### config.mk
export PLATFORM = sky130hd
export DESIGN_NAME = glyph_blit_8x8_top
export DESIGN_NICKNAME = d
export VERILOG_FILES = /design/src/sv/gb8_pkg.sv /design/src/sv/glyph_blit_8x8_top.sv /design/src/sv/gb8_ctrl.sv /design/src/sv/gb8_dp.sv
export SDC_FILE = /design/constraint.sdc
export NUM_CORES = 2
export LEC_CHECK = 0
export CORE_MARGIN = 4
export CORE_UTILIZATION = 55
export DETAILED_ROUTE_END_ITERATION = 12
export DONT_BUFFER_PORTS = 1
export PLACE_DENSITY = 0.79
export SYNTH_ARGS = -nofsm -noshare
export SYNTH_HDL_FRONTEND = slang
export SYNTH_SLANG_ARGS = --single-unit
export TNS_END_PERCENT = 1
### constraint.sdc
create_clock -name clk -period 15.98 [get_ports clk]
set_clock_uncertainty 0.05 [all_clocks]
set_input_delay 2.397 -clock clk [delete_from_list [all_inputs] [get_ports clk]]
set_output_delay 2.397 -clock clk [all_outputs]
set_load 0.05 [all_outputs]
### src/sv/gb8_pkg.sv
// shared types, constants and codes for the 8x8 glyph blitter
`default_nettype none
package gb8_pkg;

  // cell size walked per glyph, clamped to the 8-bit row stride
  localparam int GLYPH_SIZE = 8;
  localparam int ROW_STRIDE = 8;
  localparam int CELL = (GLYPH_SIZE > ROW_STRIDE) ? ROW_STRIDE : GLYPH_SIZE;
  localparam int PIXELS = ROW_STRIDE * ROW_STRIDE;
  localparam int COL_W = $clog2(ROW_STRIDE);

  localparam logic [31:0] TRANSPARENT = 32'hFFFF_FFFF;
  localparam logic [5:0]  BPP_24 = 6'd24;
  localparam logic [5:0]  BPP_32 = 6'd32;

  // configuration register indexes
  typedef enum logic [2:0] {
    REG_SCREEN_WIDTH  = 3'd0,
    REG_SCREEN_HEIGHT = 3'd1,
    REG_ROW_PITCH     = 3'd2,
    REG_BPP           = 3'd3,
    REG_FRAME_BASE    = 3'd4
  } reg_idx_t;

  typedef struct packed {
    logic [7:0]  char_code;
    logic [63:0] glyph_bits;
    logic [15:0] origin_x;
    logic [15:0] origin_y;
    logic [31:0] fore_color;
    logic [31:0] back_color;
  } in_beat_t;

  typedef struct packed {
    logic [31:0] write_address;
    logic [23:0] write_color;
    logic        last_write;
  } out_beat_t;

  typedef enum logic [1:0] {
    ST_IDLE = 2'd0,
    ST_PREP = 2'd1,
    ST_RUN  = 2'd2
  } state_t;

  // controller to datapath
  typedef struct packed {
    logic load;
    logic prep;
    logic step;
  } cmd_t;

  // datapath to controller
  typedef struct packed {
    logic rem_zero;
    logic step_ok;
  } sts_t;

endpackage
`default_nettype wire

### src/sv/glyph_blit_8x8_top.sv
// top level of the 8x8 glyph blitter
// Usage:
//  - in channel: one draw-character command per beat (code, glyph rows,
//    origin, fore and back colors); in_stall is low only while idle.
//  - out channel: one framebuffer write per beat (address, 24-bit color,
//    last_write on the final write of the command).
//  - cfg port: plain write, cfg_we with cfg_index and cfg_wdata; write only
//    while no command is in flight.
// Timing:
//  - the in beat loads the command, then the prep state computes the row
//    address (the single origin_y times pitch multiply)
//  - then the 64-pixel walk steps through the pixel positions in order up to
//    the last pixel written, halting on receiver stalls; out_valid rises
//    from the output register after the prep state and the first writing
//    pixel of the walk
//  - the walk is the limiting loop: at most one write per cycle
// Reset (synchronous, rst_n low) clears the config registers to zero,
// returns the controller to idle and drops out_valid.
// When the receiver stalls, the finished write waits in the output register
// and the walk halts at the next pixel that would write.
`default_nettype none
module glyph_blit_8x8_top (
  input  wire logic              clk,
  input  wire logic              rst_n,
  input  wire logic              in_valid,
  output logic                   in_stall,
  input  wire gb8_pkg::in_beat_t in_data,
  output logic                   out_valid,
  input  wire logic              out_stall,
  output gb8_pkg::out_beat_t     out_data,
  input  wire logic              cfg_we,
  input  wire logic [2:0]        cfg_index,
  input  wire logic [31:0]       cfg_wdata
);
  import gb8_pkg::*;

  cmd_t cmd;
  sts_t sts;

  // controller
  gb8_ctrl u_ctrl (
    .clk      (clk),
    .rst_n    (rst_n),
    .in_valid (in_valid),
    .in_stall (in_stall),
    .sts      (sts),
    .cmd      (cmd)
  );

  // datapath
  gb8_dp u_dp (
    .clk       (clk),
    .rst_n     (rst_n),
    .cfg_we    (cfg_we),
    .cfg_index (cfg_index),
    .cfg_wdata (cfg_wdata),
    .in_data   (in_data),
    .cmd       (cmd),
    .sts       (sts),
    .out_valid (out_valid),
    .out_stall (out_stall),
    .out_data  (out_data)
  );

endmodule
`default_nettype wire

### src/sv/gb8_ctrl.sv
// controller state machine for the glyph blitter
`default_nettype none
module gb8_ctrl (
  input  wire logic         clk,
  input  wire logic         rst_n,
  input  wire logic         in_valid,
  output logic              in_stall,
  input  wire gb8_pkg::sts_t sts,
  output gb8_pkg::cmd_t     cmd
);
  import gb8_pkg::*;

  state_t state_r, state_nxt;

  // state register
  always_ff @(posedge clk) begin
    if (!rst_n) begin
      state_r <= ST_IDLE;
    end else begin
      state_r <= state_nxt;
    end
  end

  // next state and commands
  always_comb begin
    state_nxt = state_r;
    cmd = '0;
    in_stall = 1'b1;
    unique case (state_r)
      ST_IDLE: begin
        in_stall = 1'b0;
        if (in_valid) begin
          cmd.load = 1'b1;
          state_nxt = ST_PREP;
        end
      end
      ST_PREP: begin
        cmd.prep = 1'b1;
        state_nxt = ST_RUN;
      end
      ST_RUN: begin
        if (sts.rem_zero) begin
          state_nxt = ST_IDLE;
        end else begin
          cmd.step = sts.step_ok;
        end
      end
      default: begin
        state_nxt = ST_IDLE;
      end
    endcase
  end

endmodule
`default_nettype wire

### src/sv/gb8_dp.sv
// datapath: config registers, pixel mask, address walk and output register
`default_nettype none
module gb8_dp (
  input  wire logic             clk,
  input  wire logic             rst_n,
  input  wire logic             cfg_we,
  input  wire logic [2:0]       cfg_index,
  input  wire logic [31:0]      cfg_wdata,
  input  wire gb8_pkg::in_beat_t in_data,
  input  wire gb8_pkg::cmd_t    cmd,
  output gb8_pkg::sts_t         sts,
  output logic                  out_valid,
  input  wire logic             out_stall,
  output gb8_pkg::out_beat_t    out_data
);
  import gb8_pkg::*;

  logic [15:0] width_r, height_r;
  logic [17:0] pitch_r;
  logic [5:0]  bpp_r;
  logic [31:0] base_r;

  logic [PIXELS-1:0] rem_r, glyph_r;
  logic [23:0]       fore_r, back_r;
  logic [15:0]       oy_r;
  logic [2:0]        bytes_r;
  logic [18:0]       col_base_r, col_off_r;
  logic [31:0]       row_addr_r;
  logic [COL_W-1:0]  col_r;
  logic              out_valid_r;
  out_beat_t         out_data_r;

  logic [PIXELS-1:0] mask;
  logic [CELL-1:0]   row_ok, col_ok;
  logic              cmd_ok, transp;
  logic [2:0]        bytes;
  logic [18:0]       ox_scaled;
  logic              emit;

  // configuration writes
  always_ff @(posedge clk) begin
    if (!rst_n) begin
      width_r  <= '0;
      height_r <= '0;
      pitch_r  <= '0;
      bpp_r    <= '0;
      base_r   <= '0;
    end else if (cfg_we) begin
      unique case (cfg_index)
        REG_SCREEN_WIDTH:  width_r  <= cfg_wdata[15:0];
        REG_SCREEN_HEIGHT: height_r <= cfg_wdata[15:0];
        REG_ROW_PITCH:     pitch_r  <= cfg_wdata[17:0];
        REG_BPP:           bpp_r    <= cfg_wdata[5:0];
        REG_FRAME_BASE:    base_r   <= cfg_wdata;
        default: ;
      endcase
    end
  end

  // per-row and per-column clip tests, then the mask of pixels to write
  always_comb begin
    cmd_ok = ((bpp_r == BPP_24) || (bpp_r == BPP_32)) && !in_data.char_code[7];
    transp = (in_data.back_color == TRANSPARENT);
    for (int i = 0; i < CELL; i++) begin
      row_ok[i] = (({1'b0, in_data.origin_y} + 17'(i)) < {1'b0, height_r});
      col_ok[i] = (({1'b0, in_data.origin_x} + 17'(i)) < {1'b0, width_r});
    end
    mask = '0;
    for (int r = 0; r < CELL; r++) begin
      for (int c = 0; c < CELL; c++) begin
        mask[r*ROW_STRIDE + c] = cmd_ok && row_ok[r] && col_ok[c] &&
                                 (in_data.glyph_bits[r*ROW_STRIDE + c] || !transp);
      end
    end
  end

  // bytes per pixel and the first column offset
  assign bytes = bpp_r[5:3];
  assign ox_scaled = (bpp_r == BPP_32) ? {1'b0, in_data.origin_x, 2'b00}
                                       : ({2'b00, in_data.origin_x, 1'b0} +
                                          {3'b000, in_data.origin_x});

  assign emit = cmd.step && rem_r[0];

  // command registers and pixel walk
  always_ff @(posedge clk) begin
    if (cmd.load) begin
      rem_r      <= mask;
      glyph_r    <= in_data.glyph_bits;
      fore_r     <= in_data.fore_color[23:0];
      back_r     <= in_data.back_color[23:0];
      oy_r       <= in_data.origin_y;
      bytes_r    <= bytes;
      col_base_r <= ox_scaled;
      col_off_r  <= ox_scaled;
      col_r      <= '0;
    end else if (cmd.step) begin
      rem_r   <= rem_r >> 1;
      glyph_r <= glyph_r >> 1;
      col_r   <= col_r + 1'b1;
      if (col_r == COL_W'(ROW_STRIDE - 1)) begin
        col_off_r <= col_base_r;
      end else begin
        col_off_r <= col_off_r + {16'd0, bytes_r};
      end
    end
  end

  // row address: one multiply at start, then add the pitch per row
  always_ff @(posedge clk) begin
    if (cmd.prep) begin
      row_addr_r <= base_r + ({16'd0, oy_r} * {14'd0, pitch_r});
    end else if (cmd.step && (col_r == COL_W'(ROW_STRIDE - 1))) begin
      row_addr_r <= row_addr_r + {14'd0, pitch_r};
    end
  end

  // output register
  always_ff @(posedge clk) begin
    if (!rst_n) begin
      out_valid_r <= 1'b0;
    end else if (emit) begin
      out_valid_r <= 1'b1;
    end else if (!out_stall) begin
      out_valid_r <= 1'b0;
    end
  end

  always_ff @(posedge clk) begin
    if (emit) begin
      out_data_r.write_address <= row_addr_r + {13'd0, col_off_r};
      out_data_r.write_color   <= glyph_r[0] ? fore_r : back_r;
      out_data_r.last_write    <= (rem_r[PIXELS-1:1] == '0);
    end
  end

  assign sts.rem_zero = (rem_r == '0);
  assign sts.step_ok  = !rem_r[0] || !out_valid_r || !out_stall;
  assign out_valid = out_valid_r;
  assign out_data  = out_data_r;

endmodule
`default_nettype wire

Yosys cells after proc, flatten, opt, wreduce, memory -nomap -nowiden. Cells that the tools add are included.

RAM bits: 0. Memories: 0. Logic and storage cells: 315. Register bits after elaboration: 416. Output and inout bits: 59. Bits in latches: 0. ROM bits: 0. Input port bits: 208.

Bitwise gates (word level): 0. Muxes and demuxes: 22. Divide/modulo/power cells: 0. Reduce and logical (&&, ||, !) cells: 223. Magnitude comparators: 16. $mul: 1. Add/sub/neg operators: 20. Equal/unequal tests: 13. Shifts and indexed selects: 0.

Operators by type and width (number): $mux 64 (4); $lt 17x16->1 (14); $logic_and 1x1->1 (139); $add 16x3->17 const B (8); $mux 19 (4); $add 16x2->17 const B (4); $logic_or 1x1->1 (67); $logic_not 64->1 (1); $mux 32 (2); $logic_not 63->1 (1); $add 16x1->17 const B (2); $add 32x18->32 (1); $add 32x19->32 (1); $add 32x32->32 (1); $eq 32x32->1 const B (1); $lt 16x16->1 (2); $mul 16x18->32 (1); $mux 24 (1); $add 19x3->19 (1); $add 17x16->18 (1); $reduce_and 2->1 (6); $mux 1 (8); $eq 3x2->1 const B (2); $eq 3x3->1 const B (2); other kinds (14) (21).

Depth between registers and ports, before layout.
Depth after elaboration: 8. Gate-level depth with buffers: 24. Depth with buffers taken out: 22.

Hierarchy. A second synthesis with hierarchy kept.

Cell total of the unflattened synthesis: 3918. Area total of the unflattened synthesis: 37708.7 sq um.

By module, submodules not included: gb8_dp (seq. area each 11481.0 sq um, times used 1, cells an instance 3908, area each 37603.6 sq um); gb8_ctrl (seq. area each 40.0 sq um, times used 1, cells an instance 10, area each 105.1 sq um).

Least setup slack after synthesis. No wires, ideal clock.

Kind: input port to flip-flop. From: in out_stall. To: reg u_dp.col_off_r[0], enable pin. Path slack: 9.098 ns. Cell stages on the path: 3. Data required time: 15.397 ns. Arrival: 6.300 ns. Buffers on the path: 0. Cells stage by stage: nand2_1 o21a_1 nand2b_1.

Cells in the longest elaborated chain, start to end: 5.

Ends and longest elaborated chain: start, declared (RTL line glyph_blit_8x8_top.sv:29) `input wire logic out_stall,`; $logic_not 1->1; $logic_or 1x1->1 (RTL line gb8_dp.sv:138) `assign sts.step_ok = !rem_r[0] || !out_valid_r || !out_stall;`; $mux 1 (RTL line gb8_ctrl.sv:42) `if (sts.rem_zero) begin`; $mux 1 (RTL line gb8_ctrl.sv:29) `unique case (state_r)`; $reduce_bool 2->1 (no line); end signal, assigned (RTL line gb8_dp.sv:95) `col_off_r <= ox_scaled;`; end signal, assigned (RTL line gb8_dp.sv:102) `col_off_r <= col_base_r;`; end signal, assigned (RTL line gb8_dp.sv:104) `col_off_r <= col_off_r + {16'd0, bytes_r};`; end, declared (RTL line gb8_dp.sv:27) `logic [18:0] col_base_r, col_off_r;`.

No other way between the ends. A chain may end at the register's enable or synchronous reset.

Worst setup path in the final report.
From: reg u_dp.pitch_r[9]. To: reg u_dp.row_addr_r[30] (data pin).

Cells in the longest elaborated chain, start to end: 3. Elaborated cells between the ends (all ways): 5.

Ends and longest elaborated chain: start, declared (RTL line gb8_dp.sv:19) `logic [17:0] pitch_r;`; start signal, assigned (RTL line gb8_dp.sv:52) `REG_ROW_PITCH: pitch_r <= cfg_wdata[17:0];`; $mul 16x18->32 or $add 32x18->32 (tied branches) (RTL line gb8_dp.sv:112, gb8_dp.sv:114); $add 32x32->32 or $mux 32 (tied branches) (RTL line gb8_dp.sv:112, gb8_dp.sv:113); $mux 32 (*) (RTL line gb8_dp.sv:111) `if (cmd.prep) begin`; end signal, assigned (RTL line gb8_dp.sv:112) `row_addr_r <= base_r + ({16'd0, oy_r} * {14'd0, pitch_r});`; end signal, assigned (RTL line gb8_dp.sv:114) `row_addr_r <= row_addr_r + {14'd0, pitch_r};`; end, declared (RTL line gb8_dp.sv:28) `logic [31:0] row_addr_r;`.

Every way passes the cells marked *; elsewhere a longest branch is shown, timed or not. The select of a mux whose other input is x is not followed.

==> flow_summary.yaml <==
pwr:
  power_density_mw_per_mm2: 78.2
  power_leakage_nw: 16.9
  vdd_ir_drop_max_mv: 0.0678
synthesis:
  syn_area_mm2: 0.0379
  ys_seq_area_frac: 0.304
  async_flop_share: 0
  synthTopCellsByCount: "nand2_1 (720), inv_1 (440), ha_1 (398)"
  synth_cells: 4077
  yosys_register_bits: 415
  netlist.area_leader.share: 0.254
  synth_area_leaders: "edfxtp_1 (25%), fa_1 (14%), ha_1 (13%)"
  synth.most_common_cell: "nand2_1"
  yosysUniqueCellTypes: 87
  synth_edf_count: 321
  ys.warnings.count: 0
  synth_fp_nets: 4939
  ys.flop_type: "edfxtp_1"
  syn_avg_cell_area_um2: 9.30
  yosysTopAreaCell: "edfxtp_1"
floorplanning:
  start_util: 0.554
  boundaryPins: 267
  die_w_um: 271
  dieArea_mm2: 0.0732
  core_mm2: 0.0685
  die_y_um: 271
  rows: 96
clock_tree:
  clk_path_buf_depth: 3
  postCtsSetupRepairBufs: 0
  clock-sinks: 415
  post_cts_resized: 0
  clk_latency_ns: 0.60
  tritoncts: "yes"
  numCtsBuffers: 47
  root_buffer: "clkbuf_16"
  ctsHoldBuffers: 0
  h-tree-depth: 2
  cts.reportedPaths.clkPinSlew_ns: 0.06
critical_path:
  r2r_end: "u_dp.row_addr_r[30]"
  cp.arrival_ns: 7.54
  rr_startpoint: "u_dp.pitch_r[9]"
  worstSetupPathType: "flip-flop to flip-flop"
  ff2ff_path_depth: 19
  r2r_slack_ns: 8.71
  critPathRequiredTime_ns: 16.25
  endpoint_kind: "flip-flop"
  start_kind: "flip-flop"
  worstPathMaxFanout: 18
drt:
  post_drt_wl_per_cell_um: 20.1
  drc: 0
  routed_via_density: 5.89
  vias: 28775
  drtIter0Drc: 2577
  detail-route-antenna-nets: 0
  wl_um: 98200
  dr.pass1.iters: 6
sta:
  min_period_ns: 7.27
  setup_viol: 0
  relSlewSlack: 0.125
  tns_ns: 0
  finalCritPeriodShare: 0.455
  final-max-slew-violation-count: 0
  rsz0062_at_grt: "no"
  hold_viol: 0
  tightest_slew_ns: 1.31
  fmax_mhz: 138
global_route:
  grt_usage: 0.264
  grt-ovfl-total: 0
  grt_max_degree: 92
  antenna_found_initial: 1
  grt_pass1_wl_um: 156000
  grt_pass1_vias: 28494
layout:
  drive_gt1_frac: 0.0464
  final_util: 0.586
  diodes: 0
  nets: 4829
  synthToLayoutAreaGrowth_pct: 5.86
worst_hold_path:
  hold_start: "u_dp.height_r[13]"
  hold_path.class: "flip-flop to flip-flop"
  min_path_cells: 2
  min_to: "u_dp.height_r[13]"
place:
  gp_congestion: 0.972
  io_buffers: 0
  place_hpwl_um: 74300
job:
  drv_cap: 0
status:
  status: "finished, final reports clean"
registers in the layout, indices dropped and copies added, names as in the netlist, 19 cells and up:
signal and cells:
u_dp.glyph_r 64, u_dp.rem_r 64, u_dp.out_data 57, u_dp.base_r 32, u_dp.row_addr_r 32, u_dp.back_r 24, u_dp.fore_r 24, u_dp.col_off_r 19
layer usage:
| metal | vias to the layer above | wire [um] | global-route usage |
|---|---|---|---|
| met5 | - | 0 | 0 |
| met4 | 0 | 4230 | 0.101 |
| met3 | 219 | 7730 | 0.0455 |
| met2 | 1107 | 46200 | 0.436 |
| met1 | 13955 | 40100 | 0.349 |
| li1 | 13494 | - | - |
report_power, final:
part | total (mW) | switching, mW | internal [mW] | leakage, nW
Combinational | 0.618 | 0.360 | 0.257 | 12.2
Sequential | 1.38 | 0.0931 | 1.29 | 3.84
Clock | 1.14 | 0.456 | 0.683 | 0.797
worst max-delay path by stage:
stage                          from             endpoint  slack, ns  cells after the start
finish              u_dp.pitch_r[9]  u_dp.row_addr_r[30]       8.71                     19
CTS                 u_dp.pitch_r[9]  u_dp.row_addr_r[30]       8.78                     19
detailed placement  u_dp.pitch_r[9]  u_dp.row_addr_r[30]       8.80                     19
floorplan                 out_stall    u_dp.col_off_r[0]       9.10                      3
global placement    u_dp.pitch_r[8]  u_dp.row_addr_r[30]       8.87                     19
global route        u_dp.pitch_r[9]  u_dp.row_addr_r[30]       8.48                     19
final cells by class:
type                    count  area (um^2)
well taps                 882         1100
repair buffers             17          128
multi-input cells        3044        24100
flip-flops and latches    415        11500
clock inverters            29          365
clock buffers              59         1270
inverters                 442         1660
fillers                  5778        28300
logic make-up after synthesis:
family | Yosys count | synth area share
buffers and inverters | 618 | 0.0614
flip-flops | 415 | 0.304
multiplexers | 46 | 0.0132
adder cells (fa/ha/maj) | 654 | 0.266
AO/OA/AOI/OAI | 657 | 0.118
XOR/XNOR | 295 | 0.0681
AND/OR/NAND/NOR | 1392 | 0.169
cells in the final DEF (no fill, tap or decap), drive strengths merged, types with 47 or more instances in the layout:
| cell type | n |
|---|---|
| nand3 | 58 |
| clkbuf | 59 |
| xnor2 | 161 |
| dfxtp | 94 |
| xor2 | 134 |
| a21oi | 146 |
| and2 | 156 |
| edfxtp | 321 |
| nor2 | 174 |
| a21boi | 91 |
| o21ai | 144 |
| nand4 | 47 |
| nand2 | 721 |
| a21o | 61 |
| fa | 256 |
| inv | 443 |
| ha | 398 |
worst max-delay path, cell delays in order, from the launching register on:
cell and delay (ns):
dfxtp_1 0.98, nand2_1 0.19, fa_1 0.60, fa_1 0.45, fa_1 0.53, inv_1 0.05
fa_1 0.46, fa_1 0.54, inv_1 0.05, fa_1 0.52, inv_1 0.04, ha_1 0.35
and3_1 0.20, and2_1 0.18, a31oi_1 0.28, o221ai_1 0.33, a221oi_1 0.42, a21oi_1 0.13
xnor2_1 0.49, mux2i_1 0.16
per-stage QoR:
step           hold WS, ns  cells  total power [mW]  cell area [um^2]  setup slack (ns)
2_1_floorplan        0.393   4077              1.87             37900              9.10
3_3_place_gp         0.400   4800              1.99             38500              8.87
3_5_place_dp         0.406   4800              2.01             38500              8.80
4_1_cts              0.414   4888              3.15             40100              8.78
5_1_grt              0.433   4888              3.30             40100              8.48
6_report             0.412   4888              3.14             40100              8.71
Note: power is estimated with default switching activity, not from simulation.
